$ cat src/design/ptbe_pkg.sv
// Shared types, codes and constants for the packed temporal binary encoder.
// No dependencies; every other design file imports this package.
package ptbe_pkg;

    // value kinds; every other code packs to zero
    localparam logic [1:0] KIND_DATETIME = 2'd0;
    localparam logic [1:0] KIND_TIME     = 2'd1;

    localparam int FRAC_BITS = 24;

    // reciprocals for exact division of a 24-bit magnitude:
    // q = (x * ceil(2^k / d)) >> k
    localparam int RECIP_W          = 25;
    localparam int PROD_W           = FRAC_BITS + RECIP_W;
    localparam logic [RECIP_W-1:0] RECIP_10K = 25'd27487791;  // k = 38
    localparam int SHIFT_10K        = 38;
    localparam logic [RECIP_W-1:0] RECIP_100 = 25'd21474837;  // k = 31
    localparam int SHIFT_100        = 31;
    localparam int QUOT_W           = PROD_W - SHIFT_100;     // 18 bits

    // number of fraction bytes in the binary form
    localparam logic [1:0] FB_NONE  = 2'd0;
    localparam logic [1:0] FB_ONE   = 2'd1;
    localparam logic [1:0] FB_TWO   = 2'd2;
    localparam logic [1:0] FB_THREE = 2'd3;

    typedef struct packed {
        logic [1:0]  kind;
        logic [13:0] year;
        logic [3:0]  month;
        logic [4:0]  day;
        logic [9:0]  hour;
        logic [5:0]  minute;
        logic [5:0]  second;
        logic [19:0] usec;
        logic        neg;
        logic [2:0]  dec;
    } fields_t;

    typedef struct packed {
        logic [63:0]          nr;
        logic [1:0]           kind;
        logic [1:0]           fbytes;
        logic [FRAC_BITS-1:0] fmag;
    } pack_t;

    typedef struct packed {
        logic [63:0]       nr;
        logic [1:0]        kind;
        logic [1:0]        fbytes;
        logic [PROD_W-1:0] prod;
    } frac_t;

    function automatic logic [1:0] frac_bytes(input logic [2:0] dec);
        logic [1:0] fb;
        unique case (dec)
            3'd1, 3'd2: fb = FB_ONE;
            3'd3, 3'd4: fb = FB_TWO;
            3'd5, 3'd6: fb = FB_THREE;
            default:    fb = FB_NONE;
        endcase
        return fb;
    endfunction

endpackage

$ cat src/design/ptbe_pack.sv
// Builds the signed packed 64-bit value from the broken-down fields.
// Depends on ptbe_pkg.
module ptbe_pack (
    input  ptbe_pkg::fields_t f,
    output ptbe_pkg::pack_t   p
);
    import ptbe_pkg::*;

    logic [17:0] ym;
    logic [22:0] ymd;
    logic [39:0] dt_int;
    logic [10:0] hours;
    logic [22:0] tm_int;
    logic [39:0] int_part;
    logic [63:0] mag;
    logic [63:0] nr;

    always_comb
    begin
        ym     = 18'(f.year) * 18'd13 + 18'(f.month);
        ymd    = {ym, f.day};
        dt_int = {ymd, 17'd0} | 40'({f.hour, f.minute, f.second});
        hours  = ((f.month != 4'd0) ? 11'd0 : 11'(f.day) * 11'd24) + 11'(f.hour);
        tm_int = {hours, f.minute, f.second};

        unique case (f.kind)
            KIND_DATETIME: int_part = dt_int;
            KIND_TIME:     int_part = 40'(tm_int);
            default:       int_part = 40'd0;
        endcase

        // low 24 bits of the integer shift are zero, so the add is a merge
        if (f.kind == KIND_DATETIME || f.kind == KIND_TIME)
            mag = {int_part, 4'd0, f.usec};
        else
            mag = 64'd0;

        nr = f.neg ? (64'd0 - mag) : mag;

        p.nr     = nr;
        p.kind   = f.kind;
        p.fbytes = frac_bytes(f.dec);
        // magnitude of the truncated remainder by 2^24
        p.fmag   = nr[63] ? (24'd0 - nr[23:0]) : nr[23:0];
    end

endmodule

$ cat src/design/ptbe_frac.sv
// Scales the fraction magnitude by a reciprocal for division by 10000 or 100.
// Depends on ptbe_pkg.
module ptbe_frac (
    input  ptbe_pkg::pack_t p,
    output ptbe_pkg::frac_t q
);
    import ptbe_pkg::*;

    logic [RECIP_W-1:0] recip;

    always_comb
    begin
        recip    = (p.fbytes == FB_ONE) ? RECIP_10K : RECIP_100;
        q.nr     = p.nr;
        q.kind   = p.kind;
        q.fbytes = p.fbytes;
        q.prod   = PROD_W'(p.fmag) * PROD_W'(recip);
    end

endmodule

$ cat src/design/ptbe_format.sv
// Lays out the big-endian binary form and its byte count.
// Depends on ptbe_pkg.
module ptbe_format (
    input  ptbe_pkg::frac_t q,
    output logic [63:0]     packed_val,
    output logic [63:0]     bytes_val,
    output logic [3:0]      count_val
);
    import ptbe_pkg::*;

    logic              fneg;
    logic [QUOT_W-1:0] quot;
    logic [QUOT_W-1:0] squot;
    logic [23:0]       frac_field;
    logic [39:0]       int40;
    logic [23:0]       int24;
    logic [47:0]       whole48;

    always_comb
    begin
        fneg  = q.nr[63];
        quot  = (q.fbytes == FB_ONE) ? QUOT_W'(q.prod[PROD_W-1:SHIFT_10K])
                                     : q.prod[PROD_W-1:SHIFT_100];
        squot = fneg ? (QUOT_W'(0) - quot) : quot;

        // adding a power-of-two offset to the truncated field flips its top bit
        int40   = {~q.nr[63], q.nr[62:24]};
        int24   = {~q.nr[47], q.nr[46:24]};
        whole48 = {~q.nr[47], q.nr[46:0]};

        unique case (q.fbytes)
            FB_ONE:   frac_field = {squot[7:0], 16'd0};
            FB_TWO:   frac_field = {squot[15:0], 8'd0};
            FB_THREE: frac_field = q.nr[23:0];
            default:  frac_field = 24'd0;
        endcase

        packed_val = q.nr;
        unique case (q.kind)
            KIND_DATETIME:
            begin
                bytes_val = {int40, frac_field};
                count_val = 4'd5 + 4'(q.fbytes);
            end
            KIND_TIME:
            begin
                if (q.fbytes == FB_THREE)
                begin
                    bytes_val = {whole48, 16'd0};
                    count_val = 4'd6;
                end
                else
                begin
                    bytes_val = {int24, frac_field, 16'd0};
                    count_val = 4'd3 + 4'(q.fbytes);
                end
            end
            default:
            begin
                bytes_val = 64'd0;
                count_val = 4'd0;
            end
        endcase
    end

endmodule

$ cat src/design/packed_temporal_binary_encoder.sv
// Top level of the packed temporal binary encoder: handshake and stage registers.
// Depends on ptbe_pkg, ptbe_pack, ptbe_frac and ptbe_format.
//
//  channel | signals                                  | direction
//  --------+------------------------------------------+----------
//  in      | in_valid, in_stall, value_kind..decimals | to block
//  out     | out_valid, out_stall, packed_value,      | from block
//          | binary_bytes, byte_count                 |
//
// One transfer per cycle sustained while the output is not stalled; a result passes through
// the input, pack, multiply and output registers in order after its input transfer.
// The fraction multiplier (24 x 25 bits) sits alone in its own stage.
// Reset clears all valid bits; payload registers are not reset.
// Each stage holds while the next one is full and stalled; empty stages fill.
module packed_temporal_binary_encoder (
    input  logic        clk,
    input  logic        rst_n,
    input  logic        in_valid,
    output logic        in_stall,
    input  logic [1:0]  value_kind,
    input  logic [13:0] year_value,
    input  logic [3:0]  month_value,
    input  logic [4:0]  day_value,
    input  logic [9:0]  hour_value,
    input  logic [5:0]  minute_value,
    input  logic [5:0]  second_value,
    input  logic [19:0] microseconds,
    input  logic        negative_flag,
    input  logic [2:0]  decimals,
    output logic        out_valid,
    input  logic        out_stall,
    output logic signed [63:0] packed_value,
    output logic [63:0] binary_bytes,
    output logic [3:0]  byte_count
);
    import ptbe_pkg::*;

    logic    in_vld_reg,   in_vld_next;
    logic    pk_vld_reg,   pk_vld_next;
    logic    fr_vld_reg,   fr_vld_next;
    logic    out_vld_reg,  out_vld_next;

    fields_t in_reg;
    pack_t   pk_reg;
    frac_t   fr_reg;
    logic [63:0] packed_reg;
    logic [63:0] bytes_reg;
    logic [3:0]  count_reg;

    fields_t     in_fields;
    pack_t       pk_comb;
    frac_t       fr_comb;
    logic [63:0] packed_comb;
    logic [63:0] bytes_comb;
    logic [3:0]  count_comb;

    logic out_rdy, fr_rdy, pk_rdy, in_rdy;

    assign in_fields = '{kind: value_kind, year: year_value, month: month_value,
                         day: day_value, hour: hour_value, minute: minute_value,
                         second: second_value, usec: microseconds,
                         neg: negative_flag, dec: decimals};

    ptbe_pack u_pack (
        .f (in_reg),
        .p (pk_comb)
    );

    ptbe_frac u_frac (
        .p (pk_reg),
        .q (fr_comb)
    );

    ptbe_format u_format (
        .q          (fr_reg),
        .packed_val (packed_comb),
        .bytes_val  (bytes_comb),
        .count_val  (count_comb)
    );

    always_comb
    begin
        out_rdy = !out_vld_reg || !out_stall;
        fr_rdy  = !fr_vld_reg  || out_rdy;
        pk_rdy  = !pk_vld_reg  || fr_rdy;
        in_rdy  = !in_vld_reg  || pk_rdy;

        out_vld_next = out_rdy ? fr_vld_reg : out_vld_reg;
        fr_vld_next  = fr_rdy  ? pk_vld_reg : fr_vld_reg;
        pk_vld_next  = pk_rdy  ? in_vld_reg : pk_vld_reg;
        in_vld_next  = in_rdy  ? in_valid   : in_vld_reg;
    end

    always_ff @(posedge clk or negedge rst_n)
    begin
        if (!rst_n)
        begin
            in_vld_reg  <= 1'b0;
            pk_vld_reg  <= 1'b0;
            fr_vld_reg  <= 1'b0;
            out_vld_reg <= 1'b0;
        end
        else
        begin
            in_vld_reg  <= in_vld_next;
            pk_vld_reg  <= pk_vld_next;
            fr_vld_reg  <= fr_vld_next;
            out_vld_reg <= out_vld_next;
        end
    end

    always_ff @(posedge clk)
    begin
        if (in_rdy && in_valid)
            in_reg <= in_fields;
        if (pk_rdy && in_vld_reg)
            pk_reg <= pk_comb;
        if (fr_rdy && pk_vld_reg)
            fr_reg <= fr_comb;
        if (out_rdy && fr_vld_reg)
        begin
            packed_reg <= packed_comb;
            bytes_reg  <= bytes_comb;
            count_reg  <= count_comb;
        end
    end

    assign in_stall     = !in_rdy;
    assign out_valid    = out_vld_reg;
    assign packed_value = packed_reg;
    assign binary_bytes = bytes_reg;
    assign byte_count   = count_reg;

    // an accepted input always lands in the input stage
    a_in_capture: assert property (@(posedge clk) disable iff (!rst_n)
        in_valid && !in_stall |=> in_vld_reg)
        else $error("accepted transfer not captured");

    // only counts of 0, 3 to 6 and 5 to 8 can be produced
    a_count_range: assert property (@(posedge clk) disable iff (!rst_n)
        out_valid |-> (byte_count == 4'd0 || (byte_count >= 4'd3 && byte_count <= 4'd8)))
        else $error("byte count out of range");

    // an empty binary form only comes with a zero packed value
    a_other_kind: assert property (@(posedge clk) disable iff (!rst_n)
        out_valid && byte_count == 4'd0 |-> packed_value == 64'sd0 && binary_bytes == 64'd0)
        else $error("other kind with nonzero output");

    // bytes beyond a count of five are zero
    a_tail_zero: assert property (@(posedge clk) disable iff (!rst_n)
        out_valid && byte_count == 4'd5 |-> binary_bytes[23:0] == 24'd0)
        else $error("unused bytes not cleared");

    // a full pipeline with a stalled output does not accept
    a_full_stall: assert property (@(posedge clk) disable iff (!rst_n)
        in_vld_reg && pk_vld_reg && fr_vld_reg && out_valid && out_stall |-> in_stall)
        else $error("transfer accepted into a full pipeline");

endmodule
$ cat config.mk
export PLATFORM = sky130hd
export DESIGN_NAME = packed_temporal_binary_encoder
export DESIGN_NICKNAME = d
export VERILOG_FILES = /design/src/design/ptbe_pkg.sv /design/src/design/ptbe_pack.sv /design/src/design/ptbe_frac.sv /design/src/design/ptbe_format.sv /design/src/design/packed_temporal_binary_encoder.sv
export SDC_FILE = /design/constraint.sdc
export NUM_CORES = 1
export LEC_CHECK = 0
export BUFFER_PORTS_ARGS = -buffer_cell sky130_fd_sc_hd__buf_2
export CORE_ASPECT_RATIO = 0.7
export CORE_MARGIN = 1
export CORE_UTILIZATION = 55
export DETAILED_ROUTE_END_ITERATION = 8
export GPL_TIMING_DRIVEN = 0
export PLACE_DENSITY = 0.85
export SKIP_CTS_REPAIR_TIMING = 1
export SLEW_MARGIN = 30
export SYNTH_ARGS = -nofsm -noshare
export SYNTH_HDL_FRONTEND = slang
export SYNTH_SLANG_ARGS = --single-unit
$ cat constraint.sdc
create_clock -name clk -period 17.52 [get_ports clk]
set_input_delay 3.504 -clock clk [delete_from_list [all_inputs] [get_ports clk]]
set_output_delay 3.504 -clock clk [all_outputs]
set_load 0.01 [all_outputs]
==> run metrics, run 1 <==
CP Capture Type register; Setup Viol. Count Final 0; most used flip-flop cell after synthesis edfxtp_1; Total Wirelength 93000 um; R2R setup slack ~8 ns; top cells by area, synth edfxtp_1 (34%), fa_1 (20%), ha_1 (13%); GRT overflow 0; Synth top area share 0.343; period utilization 0.544; Hold Fails Final Rpt 0; Layout Utilization 0.618; DR vias/cell 5.96; Worst Path Required 17.81 ns; Async S/R FF share, synth 0.0104; DRT Pass-1 Iters 6; Crit Path Class register to register; sequential-to-total area share from yosys stat 0.346; setup_tns 0 ns; count of different cell masters after synthesis 99; Std-Cell Rows 75; fin cells 4167; count leader, synth inv_1; remaining antenna violation count after routing 0; Cells after Synth 3061; WHS 0.418 ns; CP arrival 9.83 ns; H-tree depth 2; routed len/inst around 22 um; initial antenna violation count 5; Slew @ Worst Pin 0.934 ns; Synth-to-Final Area Change 11.1%; CTS clk-pin slew, worst paths 0.07 ns; f_max between 0.1 and 0.15 GHz; vias in the first global route about 24000; CP peak stage delay 0.77 ns; Slew Limit Fails 0; Slowest cell on crit path o31ai_1; gpl congestion 1.01; DRT iter0 DRCs 3243; Final HPWL DP 75000 um; Root Buffer clkbuf_16; Die Wd 296 um; Slew Limit Headroom 0.375; clock skew 0.0168 ns; WP buf/inv 6; largest net degree at the start of global routing 51; die area between 0.06 and 0.07 mm^2; synthesis-stage register bit count around 380; Synth area leader edfxtp_1; worst-case clock buffer depth 3; Avg Synthesized Cell Area roughly 11 um^2; startpoint types register; Top delay family on crit path adder cells; kind of path behind the tightest hold check register to register; # port buffers between 200 and 250; max-cap viol count 0; CP dominant cell by count fa_1; boundary pin count ~210; Tot GR Track Use 0.305; Post-synth EDFFs 380; top cells by count, synth inv_1 (590), edfxtp_1 (380), ha_1 (345), fa_1 (333), nor2_1 (208); DR vias 24800; global-route wire length before repair between 100000 and 150000 um; Clock Latency Late Sink 0.55 ns; post-synthesis cell area 0.0333 mm^2; number of synthesis warnings 0; CTS tree built; clk sinks 384; diode count 0; Die H 208 um; post-layout min period 9.53 ns; fillers around 4700; nets@finish 4086; RSZ-0062 raised after global routing false; Initial Utilization 0.556; placeable core area 0.0599 mm^2; Post-Place Cells approximately 4100; Largest register FFs a little over 90; DRC violations left 0; Num CTS Buffers 35; critical path peak fanout 10; layout cell share with drive strength beyond 1 0.107; status completed
## worst register-to-register path: stages, from the launching register on
cell and delay (ns):
edfxtp_1 0.54, nand2b_1 0.16, clkbuf_1 0.49, clkbuf_1 0.75, nor2_1 0.38, or2_2 0.42, ha_1 0.28, inv_1 0.19
fa_1 0.49, fa_1 0.52, fa_1 0.53, inv_1 0.05, fa_1 0.48, inv_1 0.05, fa_1 0.54, fa_1 0.56
inv_1 0.04, ha_1 0.31, nand3_1 0.14, nor2_1 0.24, nand3_1 0.18, o211ai_1 0.55, nor2_1 0.15, o31ai_1 0.77
a21bo_2 0.27, a21oi_1 0.09, xnor2_1 0.15
## routing by layer
| layer | track usage | part of all wire | vias up |
|---|---|---|---|
| met3 | 0.0918 | 0.14 | 136 |
| met1 | 0.469 | 0.43 | 12100 |
| met5 | 0 | 0.000086 | - |
| met2 | 0.428 | 0.42 | 1538 |
| met4 | 0.0578 | 0.018 | 2 |
| li1 | - | - | 11000 |
## cell type report
class / count / area (um^2) / share of cell area
multi-input cells: 1970 / 19100 / 0.518
clock inverters: 27 / 304 / 0.00822
repair buffers: 222 / 1380 / 0.0374
flip-flops and latches: 384 / 11500 / 0.311
well taps: 808 / 1010 / 0.0273
plain buffers: 128 / 527 / 0.0142
inverters: 592 / 2220 / 0.0601
clock buffers: 36 / 880 / 0.0238
## cell usage in the layout, fill, tap and decap left out, types with 15 or more instances in the layout
cell       netlist  routed
a211oi_1        26      24
a21o_1          20      20
a21oi_1         65      65
a31oi_1         25      25
and2_1          23      21
and3_1          25      25
buf_2           13     221
clkbuf_1        96      97
clkbuf_16        0      35
conb_1           2      15
edfxtp_1       380     380
fa_1           333     333
ha_1           345     345
inv_1          590     590
mux2i_1         58      57
nand2_1        138     138
nand2b_1        19      19
nand3_1         55      55
nand4_1         36      36
nor2_1         208     208
nor2b_1         26      25
nor3_1          73      73
nor4_1          30      30
o211ai_1        18      18
o21a_1          15      15
o21ai_0         65      65
o31ai_1         19      19
or2_2           18      18
or3_1           25      25
xnor2_1         43      43
xor2_1          25      25
## kinds of logic (layout without fill, tap and decap cells)
group | after synthesis | in the layout | synth area share
flip-flops | 384 | 384 | 0.346
other | 2 | 15 | 0.000226
XOR/XNOR | 68 | 68 | 0.0179
AND/OR/NAND/NOR | 743 | 743 | 0.116
AO/OA/AOI/OAI | 396 | 396 | 0.0866
multiplexers | 70 | 70 | 0.0215
adder cells (fa/ha/maj) | 678 | 678 | 0.330
buffers and inverters | 720 | 1005 | 0.0826
## final timing paths
kind,startpoint,endpoint,cells past startpoint
setup reg to reg,pk_reg[25],fr_reg[45],26
min in group asynchronous,rst_n,out_valid,1
max in group asynchronous,rst_n,in_vld_reg,1
hold reg to reg,pk_reg[74],fr_reg[99],0
setup / recovery,pk_reg[25],fr_reg[45],26
hold / removal,pk_reg[74],fr_reg[99],0
## stage by stage
step           setup slack [ns]  instance area [um^2]
5_1_grt                    7.75                 37000
3_3_place_gp              0.499                 35400
2_1_floorplan              3.69                 33300
3_5_place_dp               7.83                 35800
6_report                   7.99                 37000
4_1_cts                    7.83                 37000
Power of run 1 is left out: the tool's default activity adds up to more than one toggle a clock period on the data nets, which glitch-free logic cannot reach.
==> run 2, diff against run 1 <==
--- a/config.mk
+++ b/config.mk
@@ -5,13 +5,14 @@
 export SDC_FILE = /design/constraint.sdc
 export NUM_CORES = 1
 export LEC_CHECK = 0
+export ABC_AREA = 1
 export BUFFER_PORTS_ARGS = -buffer_cell sky130_fd_sc_hd__buf_2
 export CORE_ASPECT_RATIO = 0.7
 export CORE_MARGIN = 1
 export CORE_UTILIZATION = 55
 export DETAILED_ROUTE_END_ITERATION = 8
 export GPL_TIMING_DRIVEN = 0
-export PLACE_DENSITY = 0.85
+export PLACE_DENSITY = 0.88
 export SKIP_CTS_REPAIR_TIMING = 1
 export SLEW_MARGIN = 30
 export SYNTH_ARGS = -nofsm -noshare
==> constraint.sdc (replaced) <==
create_clock -name clk -period 8.23 [get_ports clk]
set_input_delay 1.646 -clock clk [delete_from_list [all_inputs] [get_ports clk]]
set_output_delay 1.646 -clock clk [all_outputs]
set_load 0.01 [all_outputs]
==> run 2 against run 1 <==
Against the previous run: worst setup slack worse by 7.7 ns; die area is 1.0% lower; register-to-register slack worse by 7.7 ns; routed wire length is 1.2% higher; critical endpoint is now fr_reg[42]; synthesized cell count is 11% higher; critical path type unchanged; count of clock-buffer cells in the layout is 5 higher; clock skew is 0.0014 ns higher; global-route usage is 0.89 points higher; worst hold slack worse by 0.0099 ns; first-iteration DRC count is 6.4% lower.
==> run metrics, run 2 <==
status completed; CP Cell Sequence nor2_4 > clkbuf_2 > clkbuf_2 > nor2_1 > fa_1 > fa_1 > inv_1 > fa_1 > inv_1 > fa_1 > fa_1 > fa_1 > fa_1 > ha_1 > inv_1 > o21bai_1 > a21oi_1 > o21ai_0 > a221oi_1 > nand3_1 > xor2_1; Hold Fails Final Rpt 0 (unchanged); Async S/R FF share, synth 0.0104 (unchanged); nets@finish 4441 (+8.7%); Worst Path Required 8.52 ns (-9.29 ns); initial antenna violation count 1 (-4); Initial Utilization 0.560 (+0.00422); Synth top area share 0.346 (+0.00364); Std-Cell Rows 74 (-1.3%); Synth-to-Final Area Change 11.2% (about the same); Avg Synthesized Cell Area 9.65 um^2 (-11%); post-layout min period 7.93 ns (-1.61 ns); count of different cell masters after synthesis 55 (-44%); Cells after Synth 3412 (+11%); largest net degree at the start of global routing 66 (+29%); routed len/inst 20.9 um (-6.5%); top cells by count, synth inv_1 (819), nand2_1 (573), edfxtp_1 (380), ha_1 (345), fa_1 (333); DR vias 24900 (+0.22%); Total Wirelength 94100 um (+1.2%); DR vias/cell 5.52 (-7.4%); vias in the first global route 24600 (+2.3%); placeable core area 0.0588 mm^2 (-1.8%); Slew Limit Fails 0 (unchanged); Die H 207 um (-0.52%); Slowest cell on crit path fa_1; top cells by area, synth edfxtp_1 (35%), fa_1 (20%), ha_1 (13%); Die Wd 295 um (-0.52%); CTS clk-pin slew, worst paths 0.07 ns (about the same); DRC violations left 0 (unchanged); DRT Pass-1 Iters 6 (unchanged); Tot GR Track Use 0.314 (+0.00892); Slew Limit Headroom 0.324 (-0.0504); layout cell share with drive strength beyond 1 0.104 (-0.00235); CP Capture Type register; Layout Utilization 0.623 (+0.00528); critical path peak fanout 10 (unchanged); Num CTS Buffers 35 (unchanged); Largest register FFs 91 (unchanged); CTS tree built; CP dominant cell by count fa_1; commonest non-fill, non-tap cell in the layout inv_1; Post-synth EDFFs 380 (unchanged); max-cap viol count 0 (unchanged); CP peak stage delay 0.78 ns (about the same); remaining antenna violation count after routing 0 (unchanged); f_max 0.126 GHz (+20%); Setup Viol. Count Final 0 (unchanged); boundary pin count 209 (unchanged); Slew @ Worst Pin 1.01 ns (+0.0790 ns); sequential-to-total area share from yosys stat 0.349 (+0.00368); synthesis-stage register bit count 384 (unchanged); Root Buffer clkbuf_16; number of synthesis warnings 0 (unchanged); Final HPWL DP 78100 um (+4.2%); gpl congestion 1.06 (+4.9%); kind of path behind the tightest hold check register to register; fillers 4531 (-3.2%); startpoint types register; period utilization 0.963 (+0.419); most frequent cells in the layout inv_1 (818), nand2_1 (573), edfxtp_1 (380); worst-case clock buffer depth 3 (unchanged); post-synthesis cell area 0.0329 mm^2 (-1.1%); most used flip-flop cell after synthesis edfxtp_1; global-route wire length before repair 142000 um (-0.38%); die area 0.0609 mm^2 (-1.0%); CP arrival 8.22 ns (-1.61 ns); DRT iter0 DRCs 3036 (-6.4%); clk sinks 384 (unchanged); H-tree depth 2 (unchanged); count leader, synth inv_1; GRT overflow 0 (unchanged); clock skew 0.0183 ns (+0.00144 ns); Crit Path Class register to register; Clock Latency Late Sink 0.56 ns (about the same); # port buffers 208 (unchanged); Synth area leader edfxtp_1
## run 2: metrics by stage
step	worst slack (ns)	area [um^2]	instances	setup TNS, ns	hold slack [ns]
2_1_floorplan	1.53	33000	3425	0	0.400
3_3_place_gp	-0.512	35000	4431	-5.81	0.402
3_5_place_dp	-0.497	35400	4446	-6.28	0.405
4_1_cts	-0.522	36500	4508	-6.77	0.414
5_1_grt	-0.00397	36600	4511	-0.00397	0.423
6_report	0.304	36600	4512	0	0.408
## run 2: path summary, 6_finish.rpt
kind,from,endpoint,slack [ns],cells past startpoint
setup / recovery,pk_reg[25],fr_reg[42],0.30,21
hold / removal,pk_reg[77],fr_reg[102],0.41,0
setup reg to reg,pk_reg[25],fr_reg[42],0.30,21
hold reg to reg,pk_reg[77],fr_reg[102],0.41,0
max in group asynchronous,rst_n,fr_vld_reg,7.22,1
min in group asynchronous,rst_n,pk_vld_reg,0.89,1
## run 2: layout make-up
| cell class | count | area, um^2 | share of cell area |
|---|---|---|---|
| Clock inverter | 21 | 213 | 0.00581 |
| Tap cell | 798 | 998 | 0.0273 |
| Multi-Input combinational cell | 2152 | 18100 | 0.495 |
| Buffer | 66 | 332 | 0.00905 |
| Clock buffer | 41 | 898 | 0.0245 |
| Antenna cell | 1 | 2.50 | 0.0000683 |
| Sequential cell | 384 | 11500 | 0.314 |
| Inverter | 823 | 3100 | 0.0846 |
| Timing Repair Buffer | 226 | 1440 | 0.0393 |
## run 2: critical path, delay by kind of cell (launching register included)
kind / cells / cell delay [ns]
XOR/XNOR: 1 / 0.18
adder cells (fa/ha/maj): 8 / 4.15
flip-flops: 1 / 0.55
buffers and inverters: 5 / 1.17
AO/OA/AOI/OAI: 4 / 0.83
AND/OR/NAND/NOR: 3 / 0.77
## run 2: cell families (layout without fill, tap and decap cells)
family          count (synthesis)  in the layout  synth area share
compound gates                289            289            0.0493
xor+xnor                       79             79            0.0210
fa+ha+maj                     678            678             0.333
buf+inv                       889           1177             0.104
flops                         384            384             0.349
other cells                     2             16          0.000228
simple gates                 1091           1091             0.143
## run 2: per-layer routing
layer,vias up,global-route usage,part of all wire
li1,11300,-,-
met1,11800,0.435,0.40
met3,164,0.151,0.17
met2,1580,0.446,0.40
met5,-,0.0126,0.0016
met4,4,0.0679,0.023
Power of run 2 is left out for the same reason.
